--- config.mk ---
export PLATFORM = sky130hd
export DESIGN_NAME = lru_key_value_cache_flat
export DESIGN_NICKNAME = d
export VERILOG_FILES = /design/src/lkv_pkg.sv /design/src/lkv_if.sv /design/src/lkv_cfg.sv /design/src/lkv_ram.sv /design/src/lkv_ctrl.sv /design/src/lru_key_value_cache.sv /design/src/flat_wrapper.sv
export SDC_FILE = /design/constraint.sdc
export NUM_CORES = 1
export LEC_CHECK = 0
export BUFFER_PORTS_ARGS = -buffer_cell sky130_fd_sc_hd__buf_2
export CAP_MARGIN = 20
export CORE_UTILIZATION = 32
export DETAILED_ROUTE_END_ITERATION = 7
export SYNTH_ARGS = -nofsm -noshare
export SYNTH_HDL_FRONTEND = slang
export SYNTH_SLANG_ARGS = --single-unit
--- constraint.sdc ---
create_clock -name clk -period 8.7 [get_ports clk]
set_clock_uncertainty 0.05 [all_clocks]
set_input_delay 0.87 -clock clk [delete_from_list [all_inputs] [get_ports clk]]
set_output_delay 0.87 -clock clk [all_outputs]
set_load 0.02 [all_outputs]
--- src/lkv_pkg.sv ---
// ----------------------------------------------------------------------------
// lkv_pkg
// Shared types and constants of the lru key-value cache.
// ----------------------------------------------------------------------------
package lkv_pkg;

	localparam int KEY_W           = 31;
	localparam int VAL_W           = 31;
	localparam int CAP_W           = 5;
	localparam int DEF_MAX_ENTRIES = 16;

	localparam logic [CAP_W-1:0] CAP_RESET = CAP_W'(16);

	// apb port
	localparam int PADDR_W   = 3;
	localparam int PDATA_W   = 32;
	localparam int REG_IDX_W = PADDR_W - 2;

	typedef logic [REG_IDX_W-1:0] reg_idx_t;

	localparam reg_idx_t REG_CAPACITY = reg_idx_t'(0);

	typedef enum logic {
		FUNC_LOOKUP = 1'b0,
		FUNC_WRITE  = 1'b1
	} func_t;

endpackage

--- src/lkv_if.sv ---
// ----------------------------------------------------------------------------
// lkv_req_if / lkv_rsp_if
// Valid/ready channels for cache requests and responses.
// ----------------------------------------------------------------------------
interface lkv_req_if;

	logic                          valid;
	logic                          ready;
	lkv_pkg::func_t                func;
	logic [lkv_pkg::KEY_W-1:0]     lookup_key;
	logic [lkv_pkg::VAL_W-1:0]     write_value;

	modport source (output valid, output func, output lookup_key, output write_value,
		input ready);
	modport sink (input valid, input func, input lookup_key, input write_value,
		output ready);

endinterface

interface lkv_rsp_if;

	logic                          valid;
	logic                          ready;
	logic                          found;
	logic [lkv_pkg::VAL_W-1:0]     read_value;
	logic                          evicted;

	modport source (output valid, output found, output read_value, output evicted,
		input ready);
	modport sink (input valid, input found, input read_value, input evicted,
		output ready);

endinterface

--- src/lkv_cfg.sv ---
// ----------------------------------------------------------------------------
// lkv_cfg
// APB register file holding the capacity register.
// ----------------------------------------------------------------------------
module lkv_cfg (
	input  logic                          clk,
	input  logic                          arst_n,
	input  logic                          psel,
	input  logic                          penable,
	input  logic                          pwrite,
	input  logic [lkv_pkg::PADDR_W-1:0]   paddr,
	input  logic [lkv_pkg::PDATA_W-1:0]   pwdata,
	output logic [lkv_pkg::PDATA_W-1:0]   prdata,
	output logic                          pready,
	output logic [lkv_pkg::CAP_W-1:0]     capacity
);

	lkv_pkg::reg_idx_t reg_idx;
	logic              wr_en;

	assign reg_idx = paddr[lkv_pkg::PADDR_W-1:2];
	assign pready  = 1'b1;
	assign wr_en   = psel && penable && pwrite && pready;

	always_ff @(posedge clk or negedge arst_n) begin
		if (!arst_n) begin
			capacity <= lkv_pkg::CAP_RESET;
		end else if (wr_en && reg_idx == lkv_pkg::REG_CAPACITY) begin
			capacity <= pwdata[lkv_pkg::CAP_W-1:0];
		end
	end

	always_comb begin
		prdata = '0;
		if (reg_idx == lkv_pkg::REG_CAPACITY) begin
			prdata = lkv_pkg::PDATA_W'(capacity);
		end
	end

endmodule

--- src/lkv_ram.sv ---
// ----------------------------------------------------------------------------
// lkv_ram
// Simple dual-port memory, one write and one registered read per cycle.
// ----------------------------------------------------------------------------
module lkv_ram #(
	parameter int DEPTH = lkv_pkg::DEF_MAX_ENTRIES,
	parameter int WIDTH = lkv_pkg::KEY_W
) (
	input  logic                                    clk,
	input  logic                                    we,
	input  logic [(DEPTH > 1 ? $clog2(DEPTH) : 1)-1:0] waddr,
	input  logic [WIDTH-1:0]                        wdata,
	input  logic [(DEPTH > 1 ? $clog2(DEPTH) : 1)-1:0] raddr,
	output logic [WIDTH-1:0]                        rdata
);

	logic [WIDTH-1:0] mem [DEPTH];

	always_ff @(posedge clk) begin
		if (we) begin
			mem[waddr] <= wdata;
		end
		rdata <= mem[raddr];
	end

endmodule

--- src/lkv_ctrl.sv ---
// ----------------------------------------------------------------------------
// lkv_ctrl
// Sequencer sweeping the slot memories: search pass, then for a write an age update pass.
// ----------------------------------------------------------------------------
module lkv_ctrl #(
	parameter int MAX_ENTRIES = lkv_pkg::DEF_MAX_ENTRIES
) (
	input  logic                       clk,
	input  logic                       arst_n,
	input  logic [lkv_pkg::CAP_W-1:0]  capacity,
	lkv_req_if.sink                    req,
	lkv_rsp_if.source                  rsp
);

	localparam int IDX_W = (MAX_ENTRIES > 1) ? $clog2(MAX_ENTRIES) : 1;
	localparam int AGE_W = IDX_W;
	localparam int CNT_W = $clog2(MAX_ENTRIES + 1);
	localparam int CMP_W = (CNT_W > lkv_pkg::CAP_W) ? CNT_W : lkv_pkg::CAP_W;
	localparam logic [IDX_W-1:0] LAST_IDX = IDX_W'(MAX_ENTRIES - 1);
	localparam logic [CMP_W-1:0] MAX_CAP  = CMP_W'(MAX_ENTRIES);

	typedef enum logic [2:0] {
		ST_IDLE,
		ST_SCAN,
		ST_DECIDE,
		ST_UPDATE,
		ST_DONE
	} state_t;

	state_t                     state_q;
	lkv_pkg::func_t             func_q;
	logic [lkv_pkg::KEY_W-1:0]  key_q;
	logic [lkv_pkg::VAL_W-1:0]  val_q;

	// sweep address and read stage
	logic [IDX_W-1:0]           idx_q;
	logic                       issue_q;
	logic                       run_s1;
	logic                       last_s1;
	logic [IDX_W-1:0]           idx_s1;

	// search results
	logic                       hit_q;
	logic [IDX_W-1:0]           hit_idx_q;
	logic [AGE_W-1:0]           hit_age_q;
	logic [lkv_pkg::VAL_W-1:0]  hit_val_q;
	logic                       old_vld_q;
	logic [IDX_W-1:0]           old_idx_q;
	logic [AGE_W-1:0]           old_age_q;
	logic                       free_vld_q;
	logic [IDX_W-1:0]           free_idx_q;
	logic                       evict_q;
	logic [IDX_W-1:0]           ins_idx_q;

	logic [MAX_ENTRIES-1:0]     valid_q;
	logic [CNT_W-1:0]           used_q;

	logic                       rsp_valid_q;
	logic                       found_q;
	logic [lkv_pkg::VAL_W-1:0]  read_value_q;
	logic                       evicted_q;

	// memory read data, aligned with idx_s1
	logic [lkv_pkg::KEY_W-1:0]  rd_key;
	logic [lkv_pkg::VAL_W-1:0]  rd_val;
	logic [AGE_W-1:0]           rd_age;

	logic                       slot_vld_s1;
	logic [CMP_W-1:0]           cap_ext;
	logic [CMP_W-1:0]           eff_cap;
	logic                       evict_c;
	logic [IDX_W-1:0]           ins_c;
	logic [MAX_ENTRIES-1:0]     valid_ins;
	logic                       key_we;
	logic                       val_we;
	logic [IDX_W-1:0]           kv_waddr;
	logic                       age_we;
	logic [AGE_W-1:0]           new_age;
	logic                       is_write;

	assign is_write    = (func_q == lkv_pkg::FUNC_WRITE);
	assign slot_vld_s1 = valid_q[idx_s1];

	// capacity clamped to 1 .. MAX_ENTRIES
	always_comb begin
		cap_ext = CMP_W'(capacity);
		if (cap_ext == '0) begin
			eff_cap = CMP_W'(1);
		end else if (cap_ext > MAX_CAP) begin
			eff_cap = MAX_CAP;
		end else begin
			eff_cap = cap_ext;
		end
	end

	always_comb begin
		evict_c = !hit_q && (CMP_W'(used_q) >= eff_cap) && (used_q != '0);
		if (evict_c) begin
			ins_c = (free_vld_q && free_idx_q < old_idx_q) ? free_idx_q : old_idx_q;
		end else begin
			ins_c = free_idx_q;
		end
	end

	// valid flags after a write miss: drop the oldest if evicting, then mark the insert
	always_comb begin
		valid_ins = valid_q;
		if (evict_c) begin
			valid_ins[old_idx_q] = 1'b0;
		end
		valid_ins[ins_c] = 1'b1;
	end

	// key and value writes happen once, in the decide step
	always_comb begin
		key_we   = (state_q == ST_DECIDE) && is_write && !hit_q;
		val_we   = (state_q == ST_DECIDE) && is_write;
		kv_waddr = hit_q ? hit_idx_q : ins_c;
	end

	// age rewrite during the update pass, valid flags already final
	always_comb begin
		age_we  = (state_q == ST_UPDATE) && run_s1;
		new_age = rd_age;
		if (hit_q) begin
			if (idx_s1 == hit_idx_q) begin
				new_age = '0;
			end else if (slot_vld_s1 && rd_age < hit_age_q) begin
				new_age = rd_age + AGE_W'(1);
			end
		end else begin
			if (idx_s1 == ins_idx_q) begin
				new_age = '0;
			end else if (slot_vld_s1) begin
				new_age = rd_age + AGE_W'(1);
			end
		end
	end

	lkv_ram #(.DEPTH(MAX_ENTRIES), .WIDTH(lkv_pkg::KEY_W)) u_key_ram (
		.clk   (clk),
		.we    (key_we),
		.waddr (kv_waddr),
		.wdata (key_q),
		.raddr (idx_q),
		.rdata (rd_key)
	);

	lkv_ram #(.DEPTH(MAX_ENTRIES), .WIDTH(lkv_pkg::VAL_W)) u_val_ram (
		.clk   (clk),
		.we    (val_we),
		.waddr (kv_waddr),
		.wdata (val_q),
		.raddr (idx_q),
		.rdata (rd_val)
	);

	lkv_ram #(.DEPTH(MAX_ENTRIES), .WIDTH(AGE_W)) u_age_ram (
		.clk   (clk),
		.we    (age_we),
		.waddr (idx_s1),
		.wdata (new_age),
		.raddr (idx_q),
		.rdata (rd_age)
	);

	assign req.ready      = (state_q == ST_IDLE);
	assign rsp.valid      = rsp_valid_q;
	assign rsp.found      = found_q;
	assign rsp.read_value = read_value_q;
	assign rsp.evicted    = evicted_q;

	always_ff @(posedge clk or negedge arst_n) begin
		if (!arst_n) begin
			state_q     <= ST_IDLE;
			issue_q     <= 1'b0;
			run_s1      <= 1'b0;
			last_s1     <= 1'b0;
			hit_q       <= 1'b0;
			old_vld_q   <= 1'b0;
			free_vld_q  <= 1'b0;
			evict_q     <= 1'b0;
			valid_q     <= '0;
			used_q      <= '0;
			rsp_valid_q <= 1'b0;
		end else begin
			// sweep address generator
			run_s1  <= issue_q;
			idx_s1  <= idx_q;
			last_s1 <= issue_q && (idx_q == LAST_IDX);
			if (issue_q) begin
				idx_q <= idx_q + IDX_W'(1);
				if (idx_q == LAST_IDX) begin
					issue_q <= 1'b0;
				end
			end

			// the done step reloads the output register itself
			if (rsp_valid_q && rsp.ready && state_q != ST_DONE) begin
				rsp_valid_q <= 1'b0;
			end

			case (state_q)
				ST_IDLE: begin
					if (req.valid) begin
						func_q     <= req.func;
						key_q      <= req.lookup_key;
						val_q      <= req.write_value;
						idx_q      <= '0;
						issue_q    <= 1'b1;
						hit_q      <= 1'b0;
						old_vld_q  <= 1'b0;
						free_vld_q <= 1'b0;
						state_q    <= ST_SCAN;
					end
				end
				ST_SCAN: begin
					if (run_s1) begin
						if (slot_vld_s1 && rd_key == key_q && !hit_q) begin
							hit_q     <= 1'b1;
							hit_idx_q <= idx_s1;
							hit_age_q <= rd_age;
							hit_val_q <= rd_val;
						end
						if (slot_vld_s1 && (!old_vld_q || rd_age > old_age_q)) begin
							old_vld_q <= 1'b1;
							old_idx_q <= idx_s1;
							old_age_q <= rd_age;
						end
						if (!slot_vld_s1 && !free_vld_q) begin
							free_vld_q <= 1'b1;
							free_idx_q <= idx_s1;
						end
						if (last_s1) begin
							state_q <= ST_DECIDE;
						end
					end
				end
				ST_DECIDE: begin
					evict_q   <= is_write && evict_c;
					ins_idx_q <= ins_c;
					if (is_write) begin
						if (!hit_q) begin
							if (!evict_c) begin
								used_q <= used_q + CNT_W'(1);
							end
							valid_q <= valid_ins;
						end
						idx_q   <= '0;
						issue_q <= 1'b1;
						state_q <= ST_UPDATE;
					end else begin
						state_q <= ST_DONE;
					end
				end
				ST_UPDATE: begin
					if (run_s1 && last_s1) begin
						state_q <= ST_DONE;
					end
				end
				ST_DONE: begin
					if (!rsp_valid_q || rsp.ready) begin
						rsp_valid_q  <= 1'b1;
						found_q      <= hit_q;
						read_value_q <= (!is_write && hit_q) ? hit_val_q : '0;
						evicted_q    <= evict_q;
						state_q      <= ST_IDLE;
					end
				end
				default: begin
					state_q <= ST_IDLE;
				end
			endcase
		end
	end

endmodule

--- src/lru_key_value_cache.sv ---
// ----------------------------------------------------------------------------
// lru_key_value_cache
// Fully associative key-value cache with least recently used replacement.
// ----------------------------------------------------------------------------
// Each request transaction is a lookup or a write and yields exactly one
// response transaction. A lookup reports found and the stored value (zero on
// a miss) and leaves the recency order alone. A write updates a present key
// and makes it most recently used, or inserts an absent key, first evicting
// the least recently used entry when the number held has reached the
// capacity register (clamped to 1 .. MAX_ENTRIES; lowering it below the
// current fill only makes each later insert evict one entry). The slot keys,
// values and ages live in memories that a small sequencer sweeps through one
// read port: a lookup makes one search sweep before the next request can be
// taken, a write one search sweep plus one age rewrite sweep, each sweep one
// slot per cycle behind the registered read. A finished response waits in an
// output register, so the next request is taken while it is still pending.
// The capacity register sits at APB byte address 0 and resets to 16.
// ----------------------------------------------------------------------------
module lru_key_value_cache #(
	parameter int MAX_ENTRIES = lkv_pkg::DEF_MAX_ENTRIES
) (
	input  logic                          clk,
	input  logic                          arst_n,
	// configuration
	input  logic                          psel,
	input  logic                          penable,
	input  logic                          pwrite,
	input  logic [lkv_pkg::PADDR_W-1:0]   paddr,
	input  logic [lkv_pkg::PDATA_W-1:0]   pwdata,
	output logic [lkv_pkg::PDATA_W-1:0]   prdata,
	output logic                          pready,
	// request and response channels
	lkv_req_if.sink                       req,
	lkv_rsp_if.source                     rsp
);

	// capacity as last written over apb
	logic [lkv_pkg::CAP_W-1:0] capacity;

	lkv_cfg u_cfg (
		.clk      (clk),
		.arst_n   (arst_n),
		.psel     (psel),
		.penable  (penable),
		.pwrite   (pwrite),
		.paddr    (paddr),
		.pwdata   (pwdata),
		.prdata   (prdata),
		.pready   (pready),
		.capacity (capacity)
	);

	// search and replacement sequencer with the slot memories
	lkv_ctrl #(.MAX_ENTRIES(MAX_ENTRIES)) u_ctrl (
		.clk      (clk),
		.arst_n   (arst_n),
		.capacity (capacity),
		.req      (req),
		.rsp      (rsp)
	);

endmodule

--- src/flat_wrapper.sv ---
// flat-port wrapper written by rule: the top's interface ports become plain ports
module lru_key_value_cache_flat 
#(
	parameter int MAX_ENTRIES = lkv_pkg::DEF_MAX_ENTRIES
)
  (clk, arst_n, psel, penable, pwrite, paddr, pwdata, prdata, pready, req_valid, req_func, req_lookup_key, req_write_value, req_ready, rsp_valid, rsp_found, rsp_read_value, rsp_evicted, rsp_ready);
  lkv_req_if req_i ();
  lkv_rsp_if rsp_i ();
  input  logic clk;
  input  logic arst_n;
  input  logic psel;
  input  logic penable;
  input  logic pwrite;
  input  logic [lkv_pkg::PADDR_W-1:0] paddr;
  input  logic [lkv_pkg::PDATA_W-1:0] pwdata;
  output logic [lkv_pkg::PDATA_W-1:0] prdata;
  output logic pready;
  input wire logic [$bits(req_i.valid)-1:0] req_valid;
  input wire logic [$bits(req_i.func)-1:0] req_func;
  input wire logic [$bits(req_i.lookup_key)-1:0] req_lookup_key;
  input wire logic [$bits(req_i.write_value)-1:0] req_write_value;
  output wire logic [$bits(req_i.ready)-1:0] req_ready;
  output wire logic [$bits(rsp_i.valid)-1:0] rsp_valid;
  output wire logic [$bits(rsp_i.found)-1:0] rsp_found;
  output wire logic [$bits(rsp_i.read_value)-1:0] rsp_read_value;
  output wire logic [$bits(rsp_i.evicted)-1:0] rsp_evicted;
  input wire logic [$bits(rsp_i.ready)-1:0] rsp_ready;
  assign req_i.valid = req_valid;
  assign req_i.func = req_func;
  assign req_i.lookup_key = req_lookup_key;
  assign req_i.write_value = req_write_value;
  assign req_ready = req_i.ready;
  assign rsp_valid = rsp_i.valid;
  assign rsp_found = rsp_i.found;
  assign rsp_read_value = rsp_i.read_value;
  assign rsp_evicted = rsp_i.evicted;
  assign rsp_i.ready = rsp_ready;
  lru_key_value_cache #(.MAX_ENTRIES(MAX_ENTRIES)) u_core (.clk(clk), .arst_n(arst_n), .psel(psel), .penable(penable), .pwrite(pwrite), .paddr(paddr), .pwdata(pwdata), .prdata(prdata), .pready(pready), .req(req_i), .rsp(rsp_i));
endmodule
==> results.md, run 1 <==
- The maximum buffer depth of the clock tree is 3.
- Across all setup checks in the final design, the least slack found is 4.53 ns.
- The aggregate negative setup slack is 0 ns.
- The total power divided by cell area is 287 nW/um^2.
- The floorplan has 144 rows.
- The total track usage is 0.138.
- In this run the tightest slew margin relative to its limit is 0.263.
- At the pin with the least slew margin, the transition time is 1.11 ns.
- The worst setup timing slack at the placement stage is 4.41 ns.
- The via count of the first global-routing pass is 23600.
- Setup repair after global routing left no endpoint under its margin.
- The net count of the finished layout is 2537.
- The final count of hold timing violations came to 0.
- The die covers 157000 sq um.
- The slowest stage of the critical path is the sky130_fd_sc_hd__buf_4 cell.
- IR analysis of the VDD net gives a maximum drop of 0.276 mV.
- The worst path needs 4.17 ns of the cycle, external delays included.
- The share of the synthesized area in the top cell type is 0.735.
- The clock net in this run drives a total of 1318 sinks.
- STA classifies the critical path startpoint as a flop.
- The critical path in this run is classified as flop to flop.
- The portion of the clock cycle consumed by the worst path in the final layout is 0.480.
- The routed layout has 22600 vias.
- The number of pins exceeding their max-slew limit in the final report is 0.
- For this run, the leading register cell type out of synthesis is sky130_fd_sc_hd__edfxtp_1.
- The signal arrival time at the worst endpoint is 4.49 ns.
- The final design instance area without fill is 57200 sq um.
- Dividing the synthesized area by the synthesized cell count gives 22.5 sq um.
- The final-report setup violation count is 0.
- For this run, the detailed router's first-pass iteration total came to 8.
- The register area is 38700 sq um.
- The HPWL after detailed placement is 55.5 mm.
- The global placer's final weighted congestion is 0.777.
- The required time of the worst setup path is 9.02 ns.
- The flow ran to the end, and the final reports show no timing, DRC or antenna violations.
- The maximum fanout along the worst path is 31.
- The clock latency of the later-clocked register in the worst-skew pair is 0.75 ns.
- The initial antenna violation count is 8.
- The static leakage is 18.0 nW.
- The width of the chip is 396 microns.
- The multi-input combinational cells in the finished layout cover a total of 10500 sq um.
- Of the cells placed in the final design, the portion with a size suffix greater than 1 is 0.300.
- The wire length reported by the detailed router is 109 mm.
- The commonest cells after synthesis are sky130_fd_sc_hd__edfxtp_1, sky130_fd_sc_hd__mux4_2, sky130_fd_sc_hd__dfxtp_1.
- The layout filler cell count is 13700.
- The kind of capture point of the worst setup path is a flop.
- The detailed router finished its first iteration with 2280 violations.
- The DRC violations left is 0.
- The count of maximum capacitance violations is 0.
- Traced cell by cell, the critical path runs through inv_1, ha_1, o21ai_0, a211oi_2, and2_1, a31oi_1, a22o_1, buf_16, nor4_2, buf_4.
- Entering global routing, the biggest net connects 163 pins.
- The H-tree was split into 4 levels.
- The detail route stage leaves a number of antenna-violating nets equal to 0.
- Ranked by total cell area, the synthesized netlist is headed by sky130_fd_sc_hd__edfxtp_1, sky130_fd_sc_hd__mux4_2, sky130_fd_sc_hd__dfxtp_1.
- The total of flip-flops plus latches after synthesis is 1318.
- The average routed wire per standard cell is 23.8 microns.
- The core footprint is 154000 sq um.
- The count of buffers added on input and output ports is 115.
- The total grt overflow is 0.
- The synthesized netlist cell count is 2206.
- After detailed placement, the total cell area comes to 52900 sq um.
- The top-level port count is 173.
- Counting cells, the worst reg-to-reg path comes to 10.
- The number of CTS-inserted buffers is 132.
- Dividing the detail-routed via count by the number of cells gives 4.95.
- The delay of the slowest critical-path stage is 0.64 ns.
- The global-route wire length before repair is 159 mm.
- The library cell with the largest summed area after synthesis is sky130_fd_sc_hd__edfxtp_1.
- The count of instances resized after the clock tree is built is 0.
- Compared with the post-synthesis result, the final layout area differs by 15.2%.
- The post-synthesis async set-or-reset flop share is 0.0281.
- Static timing analysis puts the maximum clock frequency at 240 MHz.
- By instance count, the leading cell after synthesis is sky130_fd_sc_hd__edfxtp_1.
- For this run, the register share of the synthesized area comes to 0.781.
- The path class of the tightest hold or removal check is primary input to async pin.
- In this run the clock root is driven by a sky130_fd_sc_hd__clkbuf_16.
- The number of hold buffers added after CTS was 0.
- The number of synthesized flops with an enable pin is 1215.
- The effective utilization at floorplan is 0.322.
- In this run the post-CTS setup repair buffer count came out at 0.
- TritonCTS built the clock tree.
- The count of distinct cell types in the synthesized netlist is 67.
- The yosys synthesis warning count is 0.
- The post-synthesis instance area is 49600 sq um.
- The floorplan step set the die height to 396 microns.
- Clock-pin slew was measured on the worst setup and hold paths at 0.06 ns.
[metrics by stage]
stage | std cells | total power [mW] | util | hold WS [ns]
5_1_grt | 4560 | 17.0 | 0.371 | 0.175
3_5_place_dp | 4321 | 11.1 | 0.344 | 0.339
2_1_floorplan | 2232 | 10.2 | - | 0.336
4_1_cts | 4558 | 16.6 | 0.371 | 0.130
6_report | 4561 | 16.4 | 0.371 | 0.160
3_3_place_gp | 4321 | 11.0 | 0.344 | 0.342
[state kept, by name, summed over array words and instances, names as in the netlist, 5 cells and up]
signal                         count
u_core.u_ctrl.u_key_ram.mem      496
u_core.u_ctrl.used_q               5
u_core.u_ctrl.valid_q             16
u_core.u_ctrl.key_q               31
u_core.u_ctrl.hit_val_q           31
u_core.u_ctrl.val_q               31
u_core.u_cfg.capacity              5
u_core.u_ctrl.u_age_ram.mem       64
u_core.u_ctrl.u_key_ram.rdata     31
u_core.u_ctrl.rsp.read_value      31
u_core.u_ctrl.u_val_ram.mem      496
u_core.u_ctrl.u_val_ram.rdata     31
[worst max-delay path, delay by kind of cell, from the launching register on]
kind                     cells  cell delay (ns)
AND/OR/NAND/NOR              2             0.90
AO/OA/AOI/OAI                4             1.01
adder cells (fa/ha/maj)      1             0.31
flip-flops                   1             0.53
buffers and inverters        3             0.96
[cells by family after synthesis]
family / after synthesis / share of synthesized area
AOI/OAI and AO/OA: 119 / 0.0168
xor gates and xnor gates: 46 / 0.00812
adders and majority gates: 19 / 0.00479
buffers and inverters: 152 / 0.0150
DFF: 1318 / 0.781
muxes: 345 / 0.151
other: 2 / 0.000151
and+or+nand+nor: 205 / 0.0233
[report_power, final]
part	total (mW)	leakage, nW	internal, mW	switching [mW]
Combinational	3.33	4.01	1.70	1.62
Clock	5.48	2.04	3.09	2.38
Sequential	7.58	12.0	7.33	0.245
Total	16.4	18.0	12.1	4.25
[path summary, 6_finish.rpt]
path                                                          start                                      endpoint  slack (ns)
max reg2reg                    u_core.u_cfg.capacity[4]$_DFFE_PN1P_  u_core.u_ctrl.u_val_ram.mem[13][6]$_DFFE_PP_        4.53
min in group clk                                req_write_value[27]             u_core.u_ctrl.val_q[27]$_DFFE_PP_        0.23
min                                                          arst_n          u_core.u_cfg.capacity[1]$_DFFE_PN0P_        0.16
min reg2reg                u_core.u_ctrl.u_val_ram.rdata[9]$_DFF_P_          u_core.u_ctrl.hit_val_q[9]$_DFFE_PP_        0.35
max                            u_core.u_cfg.capacity[4]$_DFFE_PN1P_  u_core.u_ctrl.u_val_ram.mem[13][6]$_DFFE_PP_        4.53
max in group asynchronous                                    arst_n          u_core.u_ctrl.valid_q[9]$_DFFE_PN0P_        8.00
[layout make-up]
type | count | share of cell area
Antenna cell | 1 | 0.0000438
Clock buffer | 168 | 0.0619
Clock inverter | 69 | 0.0116
Inverter | 21 | 0.00138
Multi-Input combinational cell | 762 | 0.183
Sequential cell | 1318 | 0.678
Tap cell | 2044 | 0.0447
Timing Repair Buffer | 178 | 0.0193
[cell usage in the layout, fill, tap and decap left out, types with 34 or more instances in the layout]
master	Yosys	routed
sky130_fd_sc_hd__buf_4	33	59
sky130_fd_sc_hd__buf_2	35	115
sky130_fd_sc_hd__clkbuf_16	0	133
sky130_fd_sc_hd__mux4_2	323	323
sky130_fd_sc_hd__o21ai_0	44	44
sky130_fd_sc_hd__nand2_1	39	39
sky130_fd_sc_hd__dfxtp_1	66	66
sky130_fd_sc_hd__edfxtp_1	1215	1215
sky130_fd_sc_hd__dfrtp_1	36	36
sky130_fd_sc_hd__xnor2_1	37	37
sky130_fd_sc_hd__and2_1	34	34
[per-layer routing]
metal  wire [microns]  track usage  up-vias
met5               58            0        -
li1                 -            -     9592
met4             1930       0.0382       10
met3             5910       0.0255      158
met2            54600        0.231      736
met1            46100        0.185    12100
Note: power is estimated with default switching activity, not from simulation.
==> run 2: changes to the inputs <==
==> constraint.sdc (replaced) <==
create_clock -name clk -period 4.1 [get_ports clk]
set_clock_uncertainty 0.05 [all_clocks]
set_input_delay 0.41 -clock clk [delete_from_list [all_inputs] [get_ports clk]]
set_output_delay 0.41 -clock clk [all_outputs]
set_load 0.02 [all_outputs]
==> results.md, run 2 (synthesis gave the netlist of run 1 again) <==
- The core footprint is 154000 sq um.
- Routability-driven placement finished with a final weighted congestion of 0.810.
- Leaving out fill and tap cells, the most frequent cell in the layout is sky130_fd_sc_hd__edfxtp_1.
- The pin count of the biggest net entering global routing is 67.
- The required time of the worst setup path is 4.46 ns.
- The detailed-route via count is 22500.
- The instance count after placement with tap cells included is 4335.
- The width of the chip is 396 microns.
- The transition time at the pin with the least slew margin is 1.00 ns.
- The class of the most critical setup path is flop to flop.
- The flow ran to the end, and the final reports show no timing, DRC or antenna violations.
- Across every metal layer, demand over resource in global routing totals 0.135.
- The final cell count without fillers is 4646.
- The time the final worst path needs with I/O delays and setup is 3.83 ns.
- The portion of the clock cycle consumed by the worst path in the final layout is 0.935.
- The path class of the tightest hold or removal check is primary input to async pin.
- The via count of the first global-routing pass is 24000.
- The count of maximum capacitance violations is 0.
- The largest registers in the layout are u_core.u_ctrl.u_key_ram.mem x496, u_core.u_ctrl.u_val_ram.mem x496, u_core.u_ctrl.u_age_ram.mem x64.
- The maximum VDD drop is 0.474 mV.
- The number of detailed-routing iterations run before antenna repair is 7.
- For this design the static power due to leakage is 18.7 nW.
- The clock root buffer is sky130_fd_sc_hd__clkbuf_16.
- The maximum fanout along the worst path is 21.
- The final count of hold timing violations is 0.
- For this configuration, the core starts out at a cell density of 0.322.
- Setup violations remaining at the end of the flow were counted as 0.
- The residual antenna-violating net count after detailed routing is 0.
- In the final layout, the share of cells above drive strength 1 is 0.299.
- The area of the die is 157000 sq um.
- TritonCTS built the clock tree.
- Dividing total power by cell area gives a power density of 603 nW/um^2.
- Once layout is complete, the utilization of the core stands at 0.383.
- In this run, post-CTS repair resized a total of 0 instances.
- Buffers placed on the I/O ports in this run total 115.
- The ratio of routed vias to standard cells is 4.85.
- Pin placement for this block handled 173 I/O pins.
- Summed over all layers, the routed wires come to 106 mm.
- The kind of start point of the critical path is a flop.
- Timing would allow up to 261 MHz.
- For the worst-skew pair, the clock arrives at the later sink with an insertion delay of 0.74 ns.
- The global-route wire length before repair is 157 mm.
- The signal arrival time at the worst endpoint is 4.19 ns.
- After the first detailed-routing iteration, the DRC count stood at 2210.
- Setup repair after global routing left no endpoint under its margin.
- The maximum buffer depth of the clock tree is 3.
- The total grt overflow is 0.
- The number of setup buffers added after CTS is 0.
- After detailed routing, the number of remaining DRC violations is 0.
- The initialized floorplan defines 144 standard-cell rows.
- The worst setup path is captured at a flop.
- Clock-pin slew was measured on the worst setup and hold paths at 0.06 ns.
- The die span in y is 396 microns.
- The area growth from synthesis to layout is 18.8%.
- The number of pins exceeding their max-slew limit in the final report was 0.
- The estimated wirelength of the detail-placed design is 56.9 mm.
- Measured against its own limit, the worst slew margin works out to 0.331.
- TritonCTS created 133 clock buffers.
- The average routed wire per standard cell is 22.8 microns.
- In the layout the commonest cells are sky130_fd_sc_hd__edfxtp_1, sky130_fd_sc_hd__mux4_2, sky130_fd_sc_hd__clkbuf_16.
- The initial antenna violation count came to 7.
- The register-to-register path setup slack is 0.27 ns.
- The count of nets after finishing is 2621.
- The H-tree was split into 4 levels.
- CTS saw 1318 sinks.
run 2: cell types whose count changed in the layout (fill, tap and decap cells not counted), moves of 5 or more:
| cell | change |
|---|---|
| sky130_fd_sc_hd__buf_12 | +49 |
| sky130_fd_sc_hd__buf_4 | -36 |
| sky130_fd_sc_hd__clkinv_1 | -5 |
| sky130_fd_sc_hd__clkinv_8 | -6 |
| sky130_fd_sc_hd__dlygate4sd3_1 | +70 |
| sky130_fd_sc_hd__nor4_2 | -23 |
| sky130_fd_sc_hd__nor4_4 | +24 |
run 2: routing by layer:
| layer | part of all wire | global-route usage | up-vias | wire length [microns] |
|---|---|---|---|---|
| met1 | 0.44 | 0.182 | 12000 | 46100 |
| met5 | 0.00011 | 0 | - | 12 |
| met2 | 0.50 | 0.224 | 617 | 52500 |
| li1 | - | - | 9744 | - |
| met4 | 0.020 | 0.0360 | 2 | 2070 |
| met3 | 0.049 | 0.0252 | 146 | 5190 |
run 2: final timing paths:
check / start / to / cells after the start
setup / recovery: u_core.u_ctrl.old_idx_q[1]$_DFFE_PP_ / u_core.u_ctrl.u_key_ram.mem[1][11]$_DFFE_PP_ / 8
hold / removal: arst_n / u_core.u_cfg.capacity[0]$_DFFE_PN0P_ / 2
setup reg to reg: u_core.u_ctrl.old_idx_q[1]$_DFFE_PP_ / u_core.u_ctrl.u_key_ram.mem[1][11]$_DFFE_PP_ / 8
hold reg to reg: u_core.u_ctrl.u_val_ram.rdata[21]$_DFF_P_ / u_core.u_ctrl.hit_val_q[21]$_DFFE_PP_ / 0
max in group asynchronous: arst_n / u_core.u_ctrl.valid_q[11]$_DFFE_PN0P_ / 3
min in group clk: req_valid / u_core.u_ctrl.hit_q$_DFFE_PN0P_ / 4
run 2: what timing repair did:
action | CTS | global route
hold endpoints to repair | 107 | 0
setup endpoints to repair | 0 | 0
hold buffers | 70 | 0
run 2: report_power, final:
part           internal [mW]  total, mW  switching [mW]
registers               15.6       16.2           0.606
logic                   3.84       7.38            3.53
clock network           6.99       12.0            5.00
total                   26.4       35.5            9.14
run 2: per-stage QoR:
stage / hold WS, ns / TNS, ns / total power, mW / setup slack, ns / instance area [sq um]
5_1_grt: 0.0727 / 0 / 36.9 / 0.0597 / 58900
4_1_cts: 0.0385 / 0 / 36.0 / 0.325 / 58900
3_5_place_dp: 0.302 / 0 / 23.9 / 0.354 / 53900
3_3_place_gp: 0.294 / 0 / 23.7 / 0.469 / 53900
2_1_floorplan: 0.0644 / -315.27 / 21.7 / -0.366 / 49900
6_report: 0.0743 / 0 / 35.5 / 0.268 / 58900
run 2: worst max-delay path, cell delays in order, from the launching register on:
cell	delay, ns
sky130_fd_sc_hd__edfxtp_1	0.50
sky130_fd_sc_hd__inv_1	0.16
sky130_fd_sc_hd__ha_1	0.30
sky130_fd_sc_hd__o21ai_1	0.08
sky130_fd_sc_hd__a21oi_1	0.75
sky130_fd_sc_hd__a31oi_2	0.22
sky130_fd_sc_hd__a22o_2	0.60
sky130_fd_sc_hd__nor4_4	0.48
sky130_fd_sc_hd__buf_4	0.34
run 2: layout make-up:
| class | count | area, sq um |
|---|---|---|
| Fill cell | 13600 | 95100 |
| Tap cell | 2044 | 2560 |
| Antenna cell | 2 | 5.00 |
| Clock inverter | 62 | 642 |
| Clock buffer | 176 | 3680 |
| Multi-Input combinational cell | 762 | 10700 |
| Sequential cell | 1318 | 38700 |
| Inverter | 21 | 78.8 |
| Timing Repair Buffer | 261 | 2520 |
